==> src/design/lobm_pkg.sv <==
// lobm_pkg: shared constants, codes and types of the limit order book matcher.
// Used by every module of the design; depends on nothing.
package lobm_pkg;

    localparam int PRICE_LEVELS  = 1024;
    localparam int ORDER_SLOTS   = 64;
    localparam int ORDER_ID_BITS = 16;

    localparam int PRICE_W = $clog2(PRICE_LEVELS);
    localparam int SIDX_W  = $clog2(ORDER_SLOTS);
    localparam int SLOT_W  = 7;
    localparam int QTY_W   = 32;
    localparam int TS_W    = 64;
    localparam int HINT_W  = 11;
    localparam int FILL_W  = 6;
    localparam int CNT_W   = $clog2(ORDER_SLOTS + 1);
    localparam int LKEY_W  = PRICE_W + 1;
    localparam int CLR_W   = (ORDER_ID_BITS > LKEY_W) ? ORDER_ID_BITS : LKEY_W;

    localparam logic [SLOT_W-1:0]  NIL        = '1;
    localparam logic [PRICE_W-1:0] LAST_PRICE = PRICE_W'(PRICE_LEVELS - 1);
    localparam logic [CLR_W-1:0]   CLR_LAST   = '1;

    localparam logic [1:0] CMD_LIMIT      = 2'd0;
    localparam logic [1:0] CMD_MARKET     = 2'd1;
    localparam logic [1:0] CMD_CANCEL     = 2'd2;
    localparam logic [1:0] CMD_CANCEL_ALT = 2'd3;

    localparam logic SIDE_BUY  = 1'b0;
    localparam logic SIDE_SELL = 1'b1;

    typedef struct packed {
        logic [ORDER_ID_BITS-1:0] id;
        logic [PRICE_W-1:0]       price;
        logic [QTY_W-1:0]         remaining;
        logic                     side;
        logic [SLOT_W-1:0]        next;
        logic [SLOT_W-1:0]        prev;
    } t_slot;

    typedef struct packed {
        logic [SLOT_W-1:0] head;
        logic [SLOT_W-1:0] tail;
    } t_level;

    typedef struct packed {
        logic              take;
        logic              release_slot;
        logic [SIDX_W-1:0] idx;
    } t_pool_cmd;

    typedef struct packed {
        logic              any_free;
        logic [SIDX_W-1:0] free_idx;
        logic [CNT_W-1:0]  resting;
    } t_pool_stat;

endpackage

==> src/design/lobm_slot_pool.sv <==
// lobm_slot_pool: free map of the order slots, first-free search and resting count.
// Depends on lobm_pkg.
module lobm_slot_pool (
    input  logic                  i_clk,
    input  logic                  i_rst_n,
    input  lobm_pkg::t_pool_cmd   i_cmd,
    output lobm_pkg::t_pool_stat  o_stat
);

    logic [lobm_pkg::ORDER_SLOTS-1:0] r_free;
    logic [lobm_pkg::CNT_W-1:0]       r_resting;
    logic [lobm_pkg::SIDX_W-1:0]      first_idx;

    always_comb begin
        first_idx = '0;
        for (int i = lobm_pkg::ORDER_SLOTS - 1; i >= 0; i--) begin
            if (r_free[i]) begin
                first_idx = lobm_pkg::SIDX_W'(i);
            end
        end
    end

    always_ff @(posedge i_clk) begin
        if (!i_rst_n) begin
            r_free    <= '1;
            r_resting <= '0;
        end else if (i_cmd.take) begin
            r_free[i_cmd.idx] <= 1'b0;
            r_resting         <= r_resting + 1'b1;
        end else if (i_cmd.release_slot) begin
            r_free[i_cmd.idx] <= 1'b1;
            r_resting         <= r_resting - 1'b1;
        end
    end

    assign o_stat.any_free = |r_free;
    assign o_stat.free_idx = first_idx;
    assign o_stat.resting  = r_resting;

endmodule

==> config.mk <==
export PLATFORM = sky130hd
export DESIGN_NAME = lobm_slot_pool
export DESIGN_NICKNAME = d
export VERILOG_FILES = /design/src/design/lobm_pkg.sv /design/src/design/lobm_slot_pool.sv
export SDC_FILE = /design/constraint.sdc
export NUM_CORES = 1
export LEC_CHECK = 0
export ABC_CLOCK_PERIOD_IN_PS = 1900
export BUFFER_PORTS_ARGS = -buffer_cell sky130_fd_sc_hd__buf_2
export CAP_MARGIN = 20
export CORE_AREA = 2 2 87 89
export DETAILED_ROUTE_END_ITERATION = 12
export DIE_AREA = 0 0 89 91
export PLACE_DENSITY = 0.74
export SKIP_CTS_REPAIR_TIMING = 1
export SLEW_MARGIN = 20
export SYNTH_ARGS = -nofsm -noshare
export SYNTH_HDL_FRONTEND = slang
export SYNTH_SLANG_ARGS = --single-unit
==> constraint.sdc <==
create_clock -name i_clk -period 1.9 [get_ports i_clk]
set_input_delay 0.095 -clock i_clk [delete_from_list [all_inputs] [get_ports i_clk]]
set_output_delay 0.095 -clock i_clk [all_outputs]
set_load 0.005 [all_outputs]
== After elaboration in Yosys (flattened, before gate mapping) ==
Index checks and enable logic that the tools add are counted.
W data, S select, Z words.

* Register bits: 71
* Bits of input ports: 10
* Output and inout bits: 14

* Add/subtract/negate cells: 2
* Order comparisons: 2
* Multiplexer cells: 70
* Bitwise logic cells: 3
* Reduce and logical (&&, ||, !) cells: 3

{| class="wikitable"
|+ Operator list
! operator !! count
|-
| $mux W6 || 64
|-
| $mux W64 || 2
|-
| $and A64 B64 Y64 || 1
|-
| $not A64 Y64 || 1
|-
| $or A64 B64 Y64 || 1
|-
| $reduce_or A64 Y1 || 1
|-
| $mux W7 || 2
|-
| $add A7 B1 Y7 const B || 1
|-
| $lt A6 B7 Y1 const B || 1
|-
| $sub A7 B1 Y7 const B || 1
|-
| $demux W1 S6 || 1
|-
| $ge A6 B1 Y1 const B || 1
|-
| $reduce_bool A2 Y1 || 1
|-
| $logic_and A1 B1 Y1 || 1
|-
| $mux W1 || 1
|}

== Depth between registers and ports, before layout ==
* Depth in word-level cells: 64
* Depth in mapped cells: 9

== Worst setup path before layout ==
OpenSTA, ideal clock, no wires.

* Path type: in2reg
* Start: in i_cmd[7] in the netlist's numbering
* End: reg r_resting[6] in the netlist's numbering
* Setup time: 115 ps
* Arrival: 1773 ps
* Required time: 1785 ps
* Setup slack: 12 ps
* Stages on the path: 9
* Path buffers: 2
* Cell sequence: buf_4 > buf_2 > inv_1 > fa_1 > a211oi_1 > or3_1 > nand3_1 > xor2_1 > and2_1

* Cells in the longest elaborated chain, start to end: 1

{| class="wikitable"
|+ Ends and longest elaborated chain
! element !! RTL line !! text
|-
| start: declaration || lobm_slot_pool.sv:6 || <nowiki>input lobm_pkg::t_pool_cmd i_cmd,</nowiki>
|-
| $mux W7 / $reduce_bool A2 Y1 (equally long branches) || - ||
|-
| end signal: assignment || lobm_slot_pool.sv:29 || <nowiki>r_resting <= r_resting + 1'b1;</nowiki>
|-
| end signal: assignment || lobm_slot_pool.sv:32 || <nowiki>r_resting <= r_resting - 1'b1;</nowiki>
|-
| end: declaration || lobm_slot_pool.sv:11 || <nowiki>logic [lobm_pkg::CNT_W-1:0] r_resting;</nowiki>
|}

Parallel ways exist; a longest one is shown, timed or not.
A chain may end at the register's enable or synchronous reset.

==> impl_table.tex <==
\begin{tabular}{lr}
\hline
Metric & Value \\
\hline
\multicolumn{2}{l}{\textbf{Timing}} \\
Final hold violation count & 0 \\
Peak clock frequency supported by timing & a little under 0.5 GHz \\
Total setup violations reported at the end of the flow & 7 \\
PnR worst setup slack & -0.1739 ns \\
Final worst-path cycle share & 109.2\% \\
Largest clock skew in the final design & 0.002345 ns \\
Unrepaired setup endpoints after global routing & true \\
Relative slew slack & 56.29\% \\
Post-route minimum period & 2.074 ns \\
Tightest Pin Transition & 0.6556 ns \\
Max Transition Viols Final & 0 \\
\multicolumn{2}{l}{\textbf{Power and ir drop}} \\
Switching share of power & roughly a quarter \\
Comb power frac & 13.3\% \\
Clock network power share & about two fifths \\
Sequential share of power & 46.6\% \\
Leakage power total & 1.633 nW \\
Power Density & 738.9 nW/µm² \\
Pint & 2.493 mW \\
Maximum VDD drop & 0.4637 mV \\
Net Switching & 0.8981 mW \\
\multicolumn{2}{l}{\textbf{Yosys}} \\
Most area-hungry cell type in the Yosys netlist & sky130\_fd\_sc\_hd\_\_dfxtp\_1 \\
FFs w/ async S/R, synth & 0\% \\
Post-synthesis sequential element count & 71 \\
Post-Synthesis Cells & 456 \\
Post-synthesis net count & roughly 470 \\
Ys flop type & sky130\_fd\_sc\_hd\_\_dfxtp\_1 \\
Top cells by area in the synthesized netlist & sky130\_fd\_sc\_hd\_\_dfxtp\_1 37\%, sky130\_fd\_sc\_hd\_\_o21ai\_0 8.1\%, sky130\_fd\_sc\_hd\_\_o311ai\_0 7.3\% \\
Sequential share of the synthesized area & 37.25\% \\
Top cell type's share of synthesized area & between 30\% and 40\% \\
Per-instance average area after synthesis & 8.369 µm² \\
Post-synth cell types & 60 \\
Total of warnings raised by yosys & 0 \\
Cell area after technology mapping & between 3000 and 4000 µm² \\
Number of enable flip-flop cells after synthesis & 0 \\
\multicolumn{2}{l}{\textbf{Placement}} \\
Worst Setup Slack post-DPL & 0.06552 ns \\
Post-detail-place hpwl & 7105 µm \\
Port Buffer Count & 23 \\
Routability cong. & 0.9299 \\
\multicolumn{2}{l}{\textbf{Floorplanning}} \\
Die ar. & 8099 µm² \\
Top-Level Pins & 24 \\
Core area & $\sim$7000 µm² \\
Horiz. Die Dim & 89 µm \\
Std-Cell Rows & 31 \\
Die extent in y & just over 90 µm \\
Starting density of the core & a little over half \\
\multicolumn{2}{l}{\textbf{Final layout}} \\
Fill cell count & 664 \\
Top library cells by usage in the layout, fill and taps aside & 59 x sky130\_fd\_sc\_hd\_\_o21ai\_0, 56 x sky130\_fd\_sc\_hd\_\_dfxtp\_1, 31 x sky130\_fd\_sc\_hd\_\_o311ai\_0, 30 x sky130\_fd\_sc\_hd\_\_buf\_4, 29 x sky130\_fd\_sc\_hd\_\_nand2\_1 \\
Antenna cells & 0 \\
Area grow syn2layout & 20.26\% \\
Sequential Area & 1445 µm² \\
Number of nets in the layout & 506 \\
Fraction of the core area covered by cells at the end of the flow & between 60\% and 70\% \\
Proportion of layout cells with a drive suffix above 1 & 25.05\% \\
Most frequent standard cell in the layout excluding fill and tap cells & sky130\_fd\_sc\_hd\_\_o21ai\_0 \\
Multi-input logic area & roughly 2400 µm² \\
\multicolumn{2}{l}{\textbf{Routing}} \\
Detailed router's first-iteration violation count & 326 \\
Total length of routed met3 wires & 699 µm \\
Post-detailed-routing wire length & 10,630 µm \\
Average vias per placed instance & 6.525 \\
Remaining DRCs & 0 \\
Number of detailed-route iterations in the first pass & 5 \\
Highest metal layer with signal wires & met4 \\
Vias & 3,876 \\
Detailed-routed wire length on met2 & 4997 µm \\
Post-DR wirelength/cell & 17.89 µm \\
Detailed-route wire length on metal 1 & between 4000 and 5000 µm \\
Antenna-violating nets left & 0 \\
\multicolumn{2}{l}{\textbf{CTS}} \\
Clock Tree Buf Depth & 2 \\
Post-CTS clock slew at the launch and capture registers of the worst setup and hold paths & 0.08 ns \\
Number of levels the H-tree was split into & 3 \\
TritonCTS clock tree & yes \\
Number of buffers inserted during clock tree synthesis & 9 \\
CTS root buf & sky130\_fd\_sc\_hd\_\_clkbuf\_8 \\
Clock sink count & 71 \\
Clock network latency to the later pin of the worst-skew pair & roughly 0.34 ns \\
\multicolumn{2}{l}{\textbf{Run}} \\
Number of violations of the max-capacitance limit & 0 \\
\multicolumn{2}{l}{\textbf{Setup path}} \\
Type of the worst setup path & flop to output port \\
FF-to-FF setup slack & 0.10 ns \\
Crit path launch type & flop \\
Maximum cell stage delay along the critical path & 0.53 ns \\
Buffers and inverters on the worst path & 1 \\
Arrival time reported for the critical path endpoint & 1.98 ns \\
Gate family responsible for the most delay along the worst path & simple AND/OR/NAND/NOR gates \\
Ordered cell list for the critical path & or4\_4 -> and3b\_2 -> o21ai\_2 -> a31oi\_1 -> a21oi\_1 -> buf\_2 \\
Critical path data required time & roughly 1.8 ns \\
Type of destination of the critical path & output port \\
Worst path slowest cell & sky130\_fd\_sc\_hd\_\_or4\_4 \\
Largest fanout of any net on the critical path & 4 \\
\multicolumn{2}{l}{\textbf{Min path}} \\
Worst min path class & input port to flop \\
\multicolumn{2}{l}{\textbf{Global routing}} \\
Via count of the first global-routing pass & $\sim$3,500 \\
Global-route usage over all layers & about a quarter \\
Largest net degree at the start of global routing & a little under 70 \\
Initial antenna violation count & 0 \\
Global-route wire length before repair & $\sim$17,000 µm \\
Residual overflow from global routing & 0 \\
\multicolumn{2}{l}{\textbf{Status}} \\
Outcome & finished, violations left \\
Failing checks & negative setup slack \\
\hline
\end{tabular}
[cells in the mapped netlist (all sizes together), types with 2 or more instances]
cell and number:
nand3 10, nand2 30, a21oi 12, a21o 2
or3b 2, dfxtp 71, o211ai 11, and2 5
xnor2 2, o211a 2, nor2b 8, o21ai 71
o21a 2, o21bai 4, buf 13, xor2 2
a31oi 3, o31ai 3, nor3 18, a211oi 5
nor2 25, o311a 2, a21boi 2, or3 13
inv 11, o311ai 58, or4 10, or2 2
nand3b 4, nand2b 3, nor4 13, ha 5
clkbuf 19
[power groups by stage]
stage          sequential (mW)  combinational, mW  clock, mW
2_1_floorplan             1.61              0.283          0
3_3_place_gp              1.61              0.414          0
3_5_place_dp              1.61              0.436          0
4_1_cts                   1.58              0.437       1.36
5_1_grt                   1.59              0.509       1.43
6_report                  1.58              0.452       1.36
[through the flow]
step / std cells / total power [mW] / area [µm²] / hold slack (ns) / TNS [ns]
floorplan: 456 / 1.892 / 3816 / 0.3107 / 0
global placement: 577 / 2.026 / 4175 / 0.3857 / 0
detailed placement: 577 / 2.048 / 4175 / 0.3957 / 0
CTS: 593 / 3.379 / 4398 / 0.03809 / -1.543
global route: 594 / 3.525 / 4589 / 0.05309 / -1.499
finish: 594 / 3.391 / 4589 / 0.03767 / -1.030
[worst paths after layout]
| kind | cells after the start | from | to |
|---|---|---|---|
| max | 6 | flop | o_stat[10] |
| min | 2 | i_rst_n | r_resting[3] |
| max reg2reg | 6 | r_resting[0] | r_resting[6] |
| min reg2reg | 2 | flop | flop |
[cells by family after synthesis]
family | after synthesis | share of synthesized area, %
adders and majority gates | 6 | 2.164
buffers and inverters | 43 | 4.688
xor gates and xnor gates | 4 | 0.9182
DFF | 71 | 37.25
muxes | 1 | 0.2623
and+or+nand+nor | 149 | 21.97
AOI/OAI and AO/OA | 182 | 32.75
[per-layer routing]
| metal | vias to the layer above | track usage, % |
|---|---|---|
| met5 | - | 0 |
| met4 | 0 | 9.080 |
| met3 | 15 | 4.182 |
| met2 | 141 | 39.86 |
| met1 | 1849 | 38.80 |
| li1 | 1871 | - |
[final cells by class]
type	count	share of cell area, %
sequential	71	31.49
clock inverter	5	1.772
timing repair buffer	55	8.288
inverter	11	0.8997
clock buffer	11	3.081
tap	99	2.699
multi-input combinational	342	51.77
No activity file was read; power rests on OpenSTA's default activity.
